**src/hdl/avs_pkg.sv**
```systemverilog
// ----------------------------------------------------------------------------
// Ascending value sorter package
// Types and constants shared by the sorter cells, the top level and checker.
// ----------------------------------------------------------------------------
package avs_pkg;

   // Capacity of the cell chain and width of one value.
   localparam int MaxElements = 64;
   localparam int ValueBits   = 32;
   localparam int CountBits   = $clog2(MaxElements + 1);

   // Payload of one input transfer.
   typedef struct packed {
      logic signed [ValueBits-1:0] value;
      logic                        last_in;
   } req_data_type;

   // Payload of one result transfer.
   typedef struct packed {
      logic signed [ValueBits-1:0] sorted_value;
      logic                        last_out;
      logic                        overflow;
   } rsp_data_type;

   // Control broadcast from the sequencer to every cell.
   typedef struct packed {
      logic insert;
      logic drain;
   } cell_ctl_type;

   // Collect a set, then hand it out in order.
   typedef enum logic {
      ST_LOAD,
      ST_DRAIN
   } state_type;

endpackage

```
**src/hdl/avs_cell.sv**
```systemverilog
// ----------------------------------------------------------------------------
// Ascending value sorter cell
// One slot of the sorted chain: takes part in insertion and shifts on drain.
// ----------------------------------------------------------------------------
module avs_cell (
   input  logic                                  clock,
   input  avs_pkg::cell_ctl_type                 ctl,
   input  logic signed [avs_pkg::ValueBits-1:0]  new_value,
   input  logic                                  occupied,
   input  logic                                  left_moves,
   input  logic signed [avs_pkg::ValueBits-1:0]  left_value,
   input  logic signed [avs_pkg::ValueBits-1:0]  right_value,
   output logic signed [avs_pkg::ValueBits-1:0]  value_o,
   output logic                                  moves_o
);

   logic signed [avs_pkg::ValueBits-1:0] value_ff;
   logic signed [avs_pkg::ValueBits-1:0] value_in;

   // The new value belongs in front of this slot when the slot is empty or
   // holds a strictly greater value; equal values keep their place.
   assign moves_o = !occupied || (new_value < value_ff);
   assign value_o = value_ff;

   // Drain shifts towards the head; insertion either takes the new value or
   // the neighbour's value, which moves up by one slot.
   always_comb begin
      priority if (ctl.drain) begin
         value_in = right_value;
      end else if (ctl.insert && moves_o) begin
         value_in = left_moves ? left_value : new_value;
      end else begin
         value_in = value_ff;
      end
   end

   always_ff @(posedge clock) begin
      value_ff <= value_in;
   end

endmodule

```
**config.mk**
```make
export PLATFORM = sky130hd
export DESIGN_NAME = avs_cell
export DESIGN_NICKNAME = d
export VERILOG_FILES = /design/src/hdl/avs_pkg.sv /design/src/hdl/avs_cell.sv
export SDC_FILE = /design/constraint.sdc
export NUM_CORES = 1
export LEC_CHECK = 0
export ABC_AREA = 1
export BUFFER_PORTS_ARGS = -buffer_cell sky130_fd_sc_hd__buf_4
export CAP_MARGIN = 20
export CELL_PAD_IN_SITES_DETAIL_PLACEMENT = 1
export CELL_PAD_IN_SITES_GLOBAL_PLACEMENT = 2
export CORE_ASPECT_RATIO = 1.1
export CORE_MARGIN = 4
export CORE_UTILIZATION = 21
export DETAILED_ROUTE_END_ITERATION = 16
export PLACE_DENSITY_LB_ADDON = 0.05
export SYNTH_ARGS = -nofsm -noshare
export SYNTH_HDL_FRONTEND = slang
export SYNTH_SLANG_ARGS = --single-unit
```
**constraint.sdc**
```tcl
create_clock -name clock -period 2.45 [get_ports clock]
set_clock_uncertainty 0.2 [all_clocks]
set_input_delay 0 -clock clock [delete_from_list [all_inputs] [get_ports clock]]
set_output_delay 0 -clock clock [all_outputs]
set_load 0.01 [all_outputs]
```
* Word-level counts from Yosys, hierarchy flattened
Index checks and enable logic that the tools add are counted.
** Word-level totals
- Output and inout port bits :: 33
- Word-level logic and storage cells :: 9
- Input bits :: 101
- Bits in registers :: 32
** Operators by class
- Mux-type cells :: 3
- Reduce and logical (&&, ||, !) cells :: 4
- Magnitude comparators :: 1
** Operators with widths (number)
- 32-bit 2-to-1 mux :: 3
- 32-bit less-than comparator :: 1
- 2-bit nonzero test :: 1
- 1-bit logical AND :: 1
- 1-bit zero test :: 1
- 1-bit logical OR :: 1

* Logic depth before layout (Yosys ltp)
- Depth in word-level cells :: 5
- Mapped depth :: 16
- Gate-level depth less buffers :: 16

* Worst setup path before layout
OpenSTA, ideal clock, no wires.
- Kind :: reg-to-reg
- Start point :: register value_ff, in the netlist value_o[31]
- End point :: register value_ff, in the netlist value_o[0] (enable)
- Clock period less this slack :: 2.736 ns
- Arrival :: 2.146 ns
- Required time :: 1.861 ns
- Setup time :: 0.389 ns
- Buffers on the path :: 0
- Cell stages (with the launch flop) :: 12
- Setup slack :: -0.286 ns
- Cells stage by stage :: edfxtp_1 inv_1 ha_1 nand4_1 clkinv_1 nand2_1 o211ai_2 nor2_1 nand3_1 nand3_2 nand2_1 nand2_1
** On the way
- Longest elaborated chain between the ends :: 4
** Ends and longest elaborated chain
- start, declared :: line avs_cell.sv:17 : logic signed [avs_pkg::ValueBits-1:0] value_ff;
- start signal, assigned :: line avs_cell.sv:38 : value_ff <= value_in;
- 32-bit less-than comparator :: line avs_cell.sv:22 : assign moves_o = !occupied || (new_value < value_ff);
- 1-bit logical OR :: line avs_cell.sv:22
- net moves_o :: line avs_cell.sv:14 : output logic moves_o
- 1-bit logical AND :: line avs_cell.sv:30 : end else if (ctl.insert && moves_o) begin
- 2-bit nonzero test (no line)
The timed path passes the listed nets, and every way through them passes these cells.
A chain may end at the register's enable or synchronous reset.

* Worst setup path after layout
- Start point :: register value_ff, in the netlist value_o[5]
- End point :: register value_ff, in the netlist value_o[12] (enable)
** On the way
- Longest elaborated chain between the ends :: 4
** Ends and longest elaborated chain (line)
- 32-bit less-than comparator :: avs_cell.sv:22
- 1-bit logical OR :: avs_cell.sv:22
- 1-bit logical AND :: avs_cell.sv:30
- 2-bit nonzero test (no line)
No other way between the ends.

==> impl_metrics.toml <==
[run_status]
status = "finished clean"

[global_route]
grtUsageTotal = 0.147
antenna_found_initial = 0
overflow = 0
grt_max_degree = 34
grt_pass1_vias = 3129
grt_pass1_wl_um = 15900

[final_layout]
drive_gt1_frac = 0.355
stdcell_count = 663
design_area_sq_mm = 0.00466
layout.nets = 648
syn_to_final_growth_pct = 91.7
insertedDiodeCount = 0
largest_reg_flops = 32
fin_util = 0.419

[timing]
hold_ws_ns = 0.0268
slew_headroom = 0.618
setup_violations = 0
period_minus_slack_ns = 2.33
worst_pin_slew_ns = 0.572
fin_crit_sh = 0.950
drv_slew = 0
final-hold-violation-count = 0
fmax_mhz = 430
rsz0062_at_grt = "true"

[cts]
clockRootBuffer = "clkbuf_16"
numCtsBuffers = 5
cts_tree = "yes"
htreeDepth = 2
clk-insertion-delay-late_ns = 0.27
cts_num_sinks = 32
clkTransAtPathRegs_ns = 0.05
clk_path_buf_depth = 2

[power]
peakVddDrop_mv = 0.224
cellPowerDensity_mw_per_mm2 = 451
p_leak_nw = 2.23

[yosys]
avgSynthCellArea_sq_um = 7.82
synth_cell_types = 20
syn_area_sq_mm = 0.00243
synth_nets = 443
yosysWarnings = 0
ys_seq_area_frac = 0.395
ys_seq_elements = 32
syn_inst = 311

[critical_path]
r2r_setup_slack_ns = 0.12
crit_type = "reg -> reg"
cp_max_fo = 9
reg2reg_depth = 15
cp.arrival_ns = 2.17
rr_startpoint = "value_o[5]"
worst_r2r_endpoint = "value_o[12]"
worstSetupEndpointType = "register"
worst_ep_required_time_ns = 2.29
start_kind = "register"

[placement]
dpl.hpwl_um = 7070
gp_congestion = 0.689
port_buffers = 133
place_area_sq_mm = 0.00362
dp.cells = 581

[worst_hold_path]
hold_path_end = "value_o[10]"
hold_class = "in -> reg"
hold_path_depth = 4
min-delay-start = "ctl[1]"

[floorplanning]
initial_core_util = 0.219
io_pins = 134
dieArea_sq_mm = 0.0134
die_h_um = 121
die_x_um = 111
core_area_sq_mm = 0.0111
num_rows = 40

[detailed_routing]
vias_per_cell = 4.32
finalWirelength_um = 10000
drt_first_pass_iters = 4
ant_nets = 0
routed-via-count = 2861
drc_errors = 0
wl_per_cell_um = 15.1
drtIter0Drc = 72

[run]
maxCapViolations = 0
cell usage after synthesis (all sizes together):
master   n  area [sq um]
inv     42           158
edfxtp  32           961
nor2    37           139
clkbuf  12          45.0
ha      31           388
nor3     2          15.0
nand2   60           225
clkinv   1          3.75
o21ai    4          20.0
o211ai   1          12.5
o21a     1          7.51
nand3    3          20.0
nand4    3          25.0
buf      2          7.51
a21oi   80           404
cell usage in the layout, fill, tap and decap left out, types with 2 or more instances in the layout:
cell type      synthesis  routed
buf_4                  0     143
a21oi_1               79      75
dlygate4sd3_1          0      64
nand2_1               60      55
inv_1                 42      36
nor2_1                37      35
edfxtp_1              32      32
ha_1                  31      25
clkbuf_16              0       8
inv_2                  0       6
ha_4                   0       6
a21oi_2                1       5
nand2_2                0       3
clkinv_1               1       3
nor3_2                 1       2
nand3_2                1       2
o21ai_0                2       2
nor2_2                 0       2
nand4_1                2       2
o21ai_1                2       2
buf_12                 0       2
routing by layer:
| layer | routed length (um) | part of all wire | global-route usage | up-vias |
|---|---|---|---|---|
| met3 | 537 | 0.054 | 0.0410 | 4 |
| met5 | 0 | 0 | 0 | - |
| met2 | 4960 | 0.50 | 0.254 | 77 |
| li1 | - | - | - | 1454 |
| met1 | 4450 | 0.44 | 0.186 | 1326 |
| met4 | 59 | 0.0059 | 0.0254 | 0 |
cell type report:
type                            count  area, sq um
Tap cell                          147          184
Clock buffer                        5          125
Timing Repair Buffer              212         1830
Clock inverter                      2         7.51
Inverter                           43          161
Fill cell                        1369         6450
Sequential cell                    32          961
Multi-Input combinational cell    222         1390
cell families (layout without fill, tap and decap cells):
| family | Yosys count | in the layout | share of synthesized area |
|---|---|---|---|
| compound gates | 86 | 86 | 0.183 |
| fa+ha+maj | 31 | 31 | 0.160 |
| buf+inv | 57 | 262 | 0.0880 |
| flops | 32 | 32 | 0.395 |
| simple gates | 105 | 105 | 0.174 |
timing repair:
item / 4_1_cts / 5_1_grt
setup buffers: 0 / 8
hold endpoints to repair: 32 / 0
endpoints found under the setup margin: 0 / 32
hold buffers: 64 / 0
resized for setup: 0 / 28
metrics by stage:
step	total power [W]	TNS, ns	setup slack, ns
5_1_grt	0.00225	-0.715	-0.0359
2_1_floorplan	0.00100	0	0.00481
3_3_place_gp	0.00133	0	0.0869
6_report	0.00210	0	0.122
3_5_place_dp	0.00134	0	0.0781
4_1_cts	0.00205	0	0.0700
report_power, final:
part	total, W	internal, W	switching [W]
Clock	0.000588	0.000363	0.000224
Combinational	0.000802	0.000447	0.000355
Sequential	0.000711	0.000679	0.0000314
Total	0.00210	0.00149	0.000611
how the worst max path moves through the flow:
stage                        from          end  slack (ns)  cells past startpoint
finish                 value_o[5]  value_o[12]        0.12                     15
global route           value_o[5]  value_o[27]       -0.04                     15
CTS                 new_value[31]   value_o[4]        0.07                     13
detailed placement     value_o[5]   value_o[4]        0.08                     14
global placement       value_o[5]   value_o[9]        0.09                     14
floorplan             value_o[31]   value_o[0]       0.005                     11
worst max-delay path: stages (launching register included):
cell       delay (ns)
edfxtp_1         0.40
inv_2            0.09
ha_4             0.20
a21oi_2          0.13
nor2_1           0.06
nor3_2           0.10
nand2_1          0.09
nand2_1          0.06
nand2_1          0.07
nand2_1          0.10
nand2_1          0.06
nand2_2          0.06
nand3_2          0.10
nand2_4          0.10
nand2_8          0.08
clkbuf_16        0.20
No activity file was read; power rests on OpenSTA's default activity.
